$ cat src/sv/jet_pkg.sv
package jet_pkg;

  localparam int FRAC_BITS = 25;

  localparam logic [63:0] ESCAPE_NORM = 64'd16 << (2 * FRAC_BITS);

  localparam logic [1:0] REG_C_REAL          = 2'd0;
  localparam logic [1:0] REG_C_IMAG          = 2'd1;
  localparam logic [1:0] REG_ITERATION_LIMIT = 2'd2;

  typedef enum logic [1:0] {
    ST_IDLE,
    ST_MUL,
    ST_UPD,
    ST_HOLD
  } state_t;

  typedef struct packed {
    logic load;
    logic mul;
    logic step;
    logic emit;
  } cmd_t;

  typedef struct packed {
    logic stop;
    logic out_full;
  } status_t;

  function automatic logic signed [31:0] sat32(input logic signed [65:0] v);
    logic signed [31:0] r;
    if (v[65:31] == '0 || v[65:31] == '1) begin
      r = v[31:0];
    end else if (v[65]) begin
      r = 32'sh8000_0000;
    end else begin
      r = 32'sh7fff_ffff;
    end
    return r;
  endfunction

endpackage

$ cat src/sv/jet_ctrl.sv
module jet_ctrl (
  input  logic             clk,
  input  logic             rst,
  input  logic             in_valid,
  output logic             in_ready,
  input  jet_pkg::status_t status,
  output jet_pkg::cmd_t    cmd
);
  import jet_pkg::*;

  state_t state;
  state_t state_next;

  always_ff @(posedge clk) begin
    if (rst) begin
      state <= ST_IDLE;
    end else begin
      state <= state_next;
    end
  end

  always_comb begin
    state_next = state;
    in_ready   = 1'b0;
    cmd        = '0;
    case (state)
      ST_IDLE: begin
        in_ready = !rst;
        if (in_valid && !rst) begin
          cmd.load   = 1'b1;
          state_next = ST_MUL;
        end
      end
      ST_MUL: begin
        cmd.mul    = 1'b1;
        state_next = ST_UPD;
      end
      ST_UPD: begin
        if (!status.stop) begin
          cmd.step   = 1'b1;
          state_next = ST_MUL;
        end else if (!status.out_full) begin
          cmd.emit   = 1'b1;
          state_next = ST_IDLE;
        end else begin
          state_next = ST_HOLD;
        end
      end
      ST_HOLD: begin
        if (!status.out_full) begin
          cmd.emit   = 1'b1;
          state_next = ST_IDLE;
        end
      end
      default: state_next = ST_IDLE;
    endcase
  end

endmodule

$ cat config.mk
export PLATFORM = sky130hd
export DESIGN_NAME = jet_ctrl
export DESIGN_NICKNAME = d
export VERILOG_FILES = /design/src/sv/jet_pkg.sv /design/src/sv/jet_ctrl.sv
export SDC_FILE = /design/constraint.sdc
export NUM_CORES = 1
export LEC_CHECK = 0
export BUFFER_PORTS_ARGS = -buffer_cell sky130_fd_sc_hd__buf_2
export CAP_MARGIN = 5
export CORE_AREA = 4 4 41 43
export DETAILED_ROUTE_END_ITERATION = 10
export DIE_AREA = 0 0 45 47
export HOLD_SLACK_MARGIN = 0.1
export MAX_ROUTING_LAYER = met4
export PLACE_DENSITY = 0.3
export SLEW_MARGIN = 20
export SYNTH_ARGS = -nofsm -noshare
export SYNTH_HDL_FRONTEND = slang
export SYNTH_SLANG_ARGS = --single-unit
$ cat constraint.sdc
create_clock -name clk -period 1.38 [get_ports clk]
set_clock_uncertainty 0.2 [all_clocks]
set_input_delay 0.138 -clock clk [delete_from_list [all_inputs] [get_ports clk]]
set_output_delay 0.138 -clock clk [all_outputs]
set_load 0.005 [all_outputs]
==> metrics.md, run 1 <==
| Metric | Value |
|---|---|
| Worst Hold Path EP | `state[0]` |
| CTS Hold Bufs | `1` |
| Most flops, register | `state` |
| CP Class | `register to output pin` |
| Hold_sp | `status[0]` |
| Post-synth top cells | `dfxtp_1 (2), nor2b_1 (2), nor3_1 (2)` |
| Number of flip-flops in the largest register | `2` |
| Sw power | `between 0.00006 and 0.00007 W` |
| DR iter-0 viols | `7` |
| Total Wirelength | `a little under 400 um` |
| CP peak stage delay | `~0.35 ns` |
| Design area | `between 200 and 300 sq um` |
| Max H-tree Level | `1` |
| Final setup violating endpoints | `0` |
| Cell variety after synth | `12` |
| CTS tree | `yes` |
| Mapped Nets | `20` |
| GRT Overall Usage | `0.0456` |
| Flop pwr share | `0.287` |
| Met2 WL | `between 150 and 200 um` |
| CTS root buffer | `clkbuf_4` |
| Max Fclk | `between 700 and 800 MHz` |
| Mapped Cells | `15` |
| Register area | `about 45 sq um` |
| Ys async rst share | `0` |
| Highest metal used | `met3` |
| Reg2reg end | `state[0]` |
| Worst reg-to-reg path cell count | `3` |
| DR vias/cell | `3.48` |
| Die area | `between 2000 and 2500 sq um` |
| Clock Power Share | `0.489` |
| Register area share after synthesis | `0.317` |
| Routability cong. | `roughly 0.6` |
| Clock latency on the worst-skew pair | `approximately 0.22 ns` |
| Antenna Cells | `0` |
| CP startpoint kind | `register` |
| Worst hold slack | `0.0147 ns` |
| Worst Path Required | `approximately 1.0 ns` |
| Dominant cells by area after synthesis | `dfxtp_1 (32%), nor2b_1 (9.9%), o31ai_2 (9.9%)` |
| Leak | `between 0.1 and 0.15 nW` |
| Hold Crit Class | `primary input to register` |
| WL met3 | `approximately 35 um` |
| Syn. warnings | `0` |
| Reg2reg start | `state[1]` |
| Dpl cell area | `between 150 and 200 sq um` |
| Commonest register cell after synthesis | `dfxtp_1` |
| Gate power share | `0.223` |
| Post-Syn Area | `around 130 sq um` |
| WL per Instance | `8.86 um` |
| CP arrival | `1.00 ns` |
| Crit end category | `output pin` |
| Avg Cell Area, Syn | `8.42 sq um` |
| Hold path cells | `3` |
| Congestion Overflow GR | `0` |
| Layout fillers | `160` |
| DRT Pass-1 Iters | `2` |
| Slowest cell on the critical path | `dfxtp_4` |
| Clock buffer depth | `2` |
| # DRC | `0` |
| Biggest regs | `state: 2 flops` |
| Multi-input logic area | `~100 sq um` |
| Peak VDD IR | `~0.54 mV` |
| Clock sink total | `2` |
| # IOs | `10` |
| Worst-path cell chain | `nor3_4, and2_4, buf_6` |
| Vias | `153` |
| First-pass GRT wire length | `between 600 and 700 um` |
| Sw frac | `0.243` |
| Max Slew Vio Count | `0` |
| Fin nets | `36` |
| Hold Fails Final Rpt | `0` |
| Die Y | `approximately 47 um` |
| TritonCTS Buffers | `3` |
| Max cap viols | `0` |
| Slew Limit Headroom | `0.871` |
| Post-DRT Antenna Nets | `0` |
| M1 WL | `~200 um` |
| P per Cell Area | `between 900 and 1000 nW/um^2` |
| Initial core utilization | `0.0971` |
| Port-buffer cells | `9` |
| Setup TNS | `0 ns` |
| Status | `finished clean` |
| Post-synth EDFFs | `0` |
| Largest net degree at the start of global routing | `8` |
| Crit Path Max Fanout | `6` |
| Worst-path clk slew | `around 0.030 ns` |
| Worst-margin pin slew | `approximately 0.19 ns` |
| CORE AREA | `about 1300 sq um` |
| Share of cells above drive strength 1 | `0.655` |
| Cell taking the most area after synthesis | `dfxtp_1` |
| Reg2Reg Setup Slack | `around 0.27 ns` |
| Design Power | `roughly 0.00026 W` |
| Tmin final | `1.34 ns` |
| Die width | `roughly 45 um` |
| Syn-to-layout area delta | `107%` |
| Dpl hpwl | `about 290 um` |
| Unrepaired setup endpoints after global routing | `yes` |
| Post-synth top area share | `0.317` |
| Post-synthesis register bit count | `2` |
| Initial antenna violation count | `0` |
| Fin crit share | `0.972` |
| Vias in the first global route | `roughly 140` |
| Internal power | `around 0.00020 W` |
| # rows | `13` |
-- metal layers --
layer,vias to the layer above,track usage
met1,64,0.0520
met3,0,0.0345
met5,-,-
li1,82,-
met2,7,0.0508
met4,0,0.0351
-- area by class of cell --
cell class                 instances  area share
tap                               15      0.0718
sequential                         2       0.172
inverter                           1      0.0144
clock buffer                       3      0.0861
multi-input combinational         12       0.392
timing repair buffer              11       0.263
-- power groups by stage --
stage	logic (W)	clock network, W	registers, W
floorplan	0.0000218	0	0.0000706
global placement	0.0000423	0	0.0000727
detailed placement	0.0000419	0	0.0000727
CTS	0.0000461	0.000136	0.0000733
global route	0.0000635	0.000146	0.0000755
finish	0.0000578	0.000127	0.0000743
-- cells in the final DEF (no fill, tap or decap), drive strengths merged --
cell type	instances
a21oi	1
and2	2
and2b	1
buf	10
clkbuf	3
dfxtp	2
dlygate4sd3	1
inv	1
mux2i	1
nand3b	1
nor2	1
nor2b	2
nor3	2
o31ai	1
-- logic make-up (layout without fill, tap and decap cells) --
| group | Yosys count | after routing | synth area share |
|---|---|---|---|
| AO/OA/AOI/OAI | 2 | 2 | 0.139 |
| buffers and inverters | 1 | 15 | 0.0297 |
| flip-flops | 2 | 2 | 0.317 |
| multiplexers | 1 | 1 | 0.0792 |
| AND/OR/NAND/NOR | 9 | 9 | 0.436 |
-- worst max-delay path, delay by kind of cell (launching register included) --
kind	cells	cell delay, ns
DFF	1	0.35
and+or+nand+nor	2	0.34
buffers and inverters	1	0.08
-- how the worst max path moves through the flow --
stage / start / slack, ns / cells past startpoint / to
after floorplan: state[1] / 0.28 / 2 / cmd[3]
after global routing: state[1] / -0.02 / 3 / cmd[3]
final: state[1] / 0.04 / 3 / cmd[3]
after global placement: state[1] / 0.18 / 3 / cmd[0]
after CTS: state[1] / 0.004 / 3 / cmd[0]
after detailed placement: state[1] / 0.17 / 3 / cmd[0]
-- what timing repair did --
item / in CTS / in global routing
pin swaps: 1 / 2
setup endpoints to repair: 2 / 3
buffers inserted: 0 / 1
endpoints found under the hold margin: 2 / 2
gates resized for setup: 3 / 6
-- stage by stage --
step	std cells	utilization	setup WS, ns
after global routing	44	0.201	-0.0162
after global placement	39	0.146	0.185
after floorplan	15	-	0.277
final	44	0.201	0.0385
after CTS	43	0.178	0.00424
after detailed placement	39	0.146	0.167
Power figures use the tool's default switching activity.
==> run 2: changes to the inputs <==
--- a/config.mk
+++ b/config.mk
@@ -12,7 +12,7 @@
 export DIE_AREA = 0 0 45 47
 export HOLD_SLACK_MARGIN = 0.1
 export MAX_ROUTING_LAYER = met4
-export PLACE_DENSITY = 0.3
+export PLACE_DENSITY = 0.38
 export SLEW_MARGIN = 20
 export SYNTH_ARGS = -nofsm -noshare
 export SYNTH_HDL_FRONTEND = slang
==> run 2 against run 1 <==
Critical path depth unchanged. Non-clock buffer count down 1. Critical path type unchanged. Clock power about the same.
==> metrics.md, run 2 (synthesized netlist as in run 1, its figures left out) <==
| Metric | Value |
|---|---|
| Status | `finished clean` |
| Fin crit share | `0.967 (-0.00519)` |
| Worst reg-to-reg path cell count | `2 (-1)` |
| Reg2reg end | `state[0]` |
| Slew Limit Headroom | `0.886 (+0.0152)` |
| Worst Setup SP | `state[1]` |
| Most flops, register | `state` |
| Internal power | `0.000190 W (-3.1%)` |
| M3 GR Usage | `0.0268 (-0.00766)` |
| Die area | `2120 sq um (unchanged)` |
| CTS Hold Bufs | `1 (unchanged)` |
| Vias | `151 (-1.3%)` |
| Crit end category | `output pin` |
| WL per Instance | `9.37 um (+5.7%)` |
| CP arrival | `1.00 ns (about the same)` |
| # DRC | `0 (unchanged)` |
| Max cap viols | `0 (unchanged)` |
| Share of cells above drive strength 1 | `0.643 (-0.0123)` |
| Routability cong. | `0.585 (-0.44%)` |
| Worst Path Required | `1.04 ns (about the same)` |
| Biggest regs | `state: 2 flops` |
| Hold Crit Class | `primary input to register` |
| Vias in the first global route | `158 (+11%)` |
| Worst-path clk slew | `0.03 ns (about the same)` |
| DR iter-0 viols | `0 (-7)` |
| CTS root buffer | `clkbuf_4` |
| Reg2reg start | `state[1]` |
| Final worst slack | `0.0457 ns (+0.00716 ns)` |
| Syn-to-layout area delta | `95.0%` |
| Total Wirelength | `403 um (+3.3%)` |
| Number of flip-flops in the largest register | `2 (unchanged)` |
| Die Y | `47 um (unchanged)` |
| # rows | `13 (unchanged)` |
| Congestion Overflow GR | `0 (unchanged)` |
| Gate power share | `0.197 (-0.026)` |
| Post-DRT Antenna Nets | `0 (unchanged)` |
| Crit Path Max Fanout | `7 (+1)` |
| Max Slew Vio Count | `0 (unchanged)` |
| Design Power | `0.000251 W (-3.0%)` |
| Setup WS pre-CTS | `0.160 ns (-0.00711 ns)` |
| First-pass GRT wire length | `634 um (+2.1%)` |
| TritonCTS Buffers | `3 (unchanged)` |
| # IOs | `10 (unchanged)` |
| Fin nets | `35 (-2.8%)` |
| Sw frac | `0.244 (+0.000924)` |
| Setup TNS | `0 ns (unchanged)` |
| Initial antenna violation count | `0 (unchanged)` |
| Clock latency on the worst-skew pair | `0.22 ns (about the same)` |
| Max Fclk | `749 MHz (+0.54%)` |
| Tmin final | `1.33 ns (-0.00716 ns)` |
| Leak | `0.116 nW (-5.9%)` |
| Largest net degree at the start of global routing | `8 (unchanged)` |
| Grt peak-use layer | `met1` |
| Reg2Reg Setup Slack | `0.39 ns (+0.12 ns)` |
| Port-buffer cells | `9 (unchanged)` |
| Clock Power Share | `0.503 (+0.014)` |
| Commonest non-fill, non-tap cells in the layout | `buf_2 (9), clkbuf_4 (3)` |
| DR vias/cell | `3.51 (+0.99%)` |
| Initial core utilization | `0.0971 (unchanged)` |
| CTS tree | `yes` |
| Critical Path End | `cmd[3]` |
| GRT met2 Usage | `0.0508 (unchanged)` |
| Clock sink total | `2 (unchanged)` |
| P per Cell Area | `1020 nW/um^2 (+2.9%)` |
| Max H-tree Level | `1 (unchanged)` |
| Final setup violating endpoints | `0 (unchanged)` |
| Most common cell after layout, fill and taps aside | `buf_2` |
| Dpl hpwl | `324 um (+13%)` |
| DRT Pass-1 Iters | `1 (-1)` |
| Antenna Cells | `0 (unchanged)` |
| Peak VDD IR | `0.246 mV (-55%)` |
| GRT Overall Usage | `0.0473 (+0.00167)` |
| Flop pwr share | `0.300 (+0.013)` |
| Hold Fails Final Rpt | `0 (unchanged)` |
| Die width | `45 um (unchanged)` |
| CP startpoint kind | `register` |
| Unrepaired setup endpoints after global routing | `yes` |
| Worst-margin pin slew | `0.167 ns (-0.0222 ns)` |
| Clock buffer depth | `2 (unchanged)` |
| CP Class | `register to output pin` |
| CORE AREA | `1300 sq um (unchanged)` |
| Sw power | `0.0000612 W (-2.6%)` |
| Grt met1 use | `0.0544 (+0.00239)` |
run 2: power by group through the flow:
stage          Combinational [W]  Clock, W  Sequential (W)
2_1_floorplan          0.0000218         0       0.0000706
3_3_place_gp           0.0000425         0       0.0000724
3_5_place_dp           0.0000422         0       0.0000725
4_1_cts                0.0000464  0.000137       0.0000734
5_1_grt                0.0000548  0.000141       0.0000769
6_report               0.0000494  0.000126       0.0000754
run 2: worst min path at each step:
stage | cells past startpoint | slack [ns] | startpoint | endpoint
floorplan | 1 | 0.02 | rst | state[1]
global placement | 2 | 0.18 | rst | state[1]
detailed placement | 2 | 0.18 | rst | state[0]
CTS | 3 | -0.005 | status[0] | state[0]
global route | 3 | 0.02 | status[0] | state[0]
finish | 3 | 0.02 | status[0] | state[0]
run 2: cell type report:
class,count,area [sq um]
fillers,157,1050
multi-input cells,12,101
repair buffers,10,55.1
flip-flops and latches,2,45.0
clock buffers,3,22.5
well taps,15,18.8
inverters,1,3.75
run 2: what timing repair did:
action	CTS	global route
setup endpoints to repair	2	3
endpoints found under the hold margin	2	2
pin swaps	1	0
buffers inserted	0	0
resized for setup	3	4
run 2: per-layer routing:
metal,vias up,share of wire,wire (um)
met5,-,0,0
met4,0,0,0
met3,0,0.14,56
met2,9,0.35,140
met1,63,0.51,206
li1,79,-,-
run 2: metrics by stage:
step,cell area (sq um),util,hold WS (ns),cells
final,246,0.189,0.0235,43
after global routing,246,0.189,0.0229,43
after CTS,231,0.178,-0.00542,43
after detailed placement,190,0.146,0.182,39
after global placement,190,0.146,0.181,39
after floorplan,126,-,0.0173,15
run 2: critical path, stage by stage (launching register included):
cell,delay [ns]
dfxtp_4,0.36
nor3_4,0.17
and2_2,0.15
buf_2,0.10
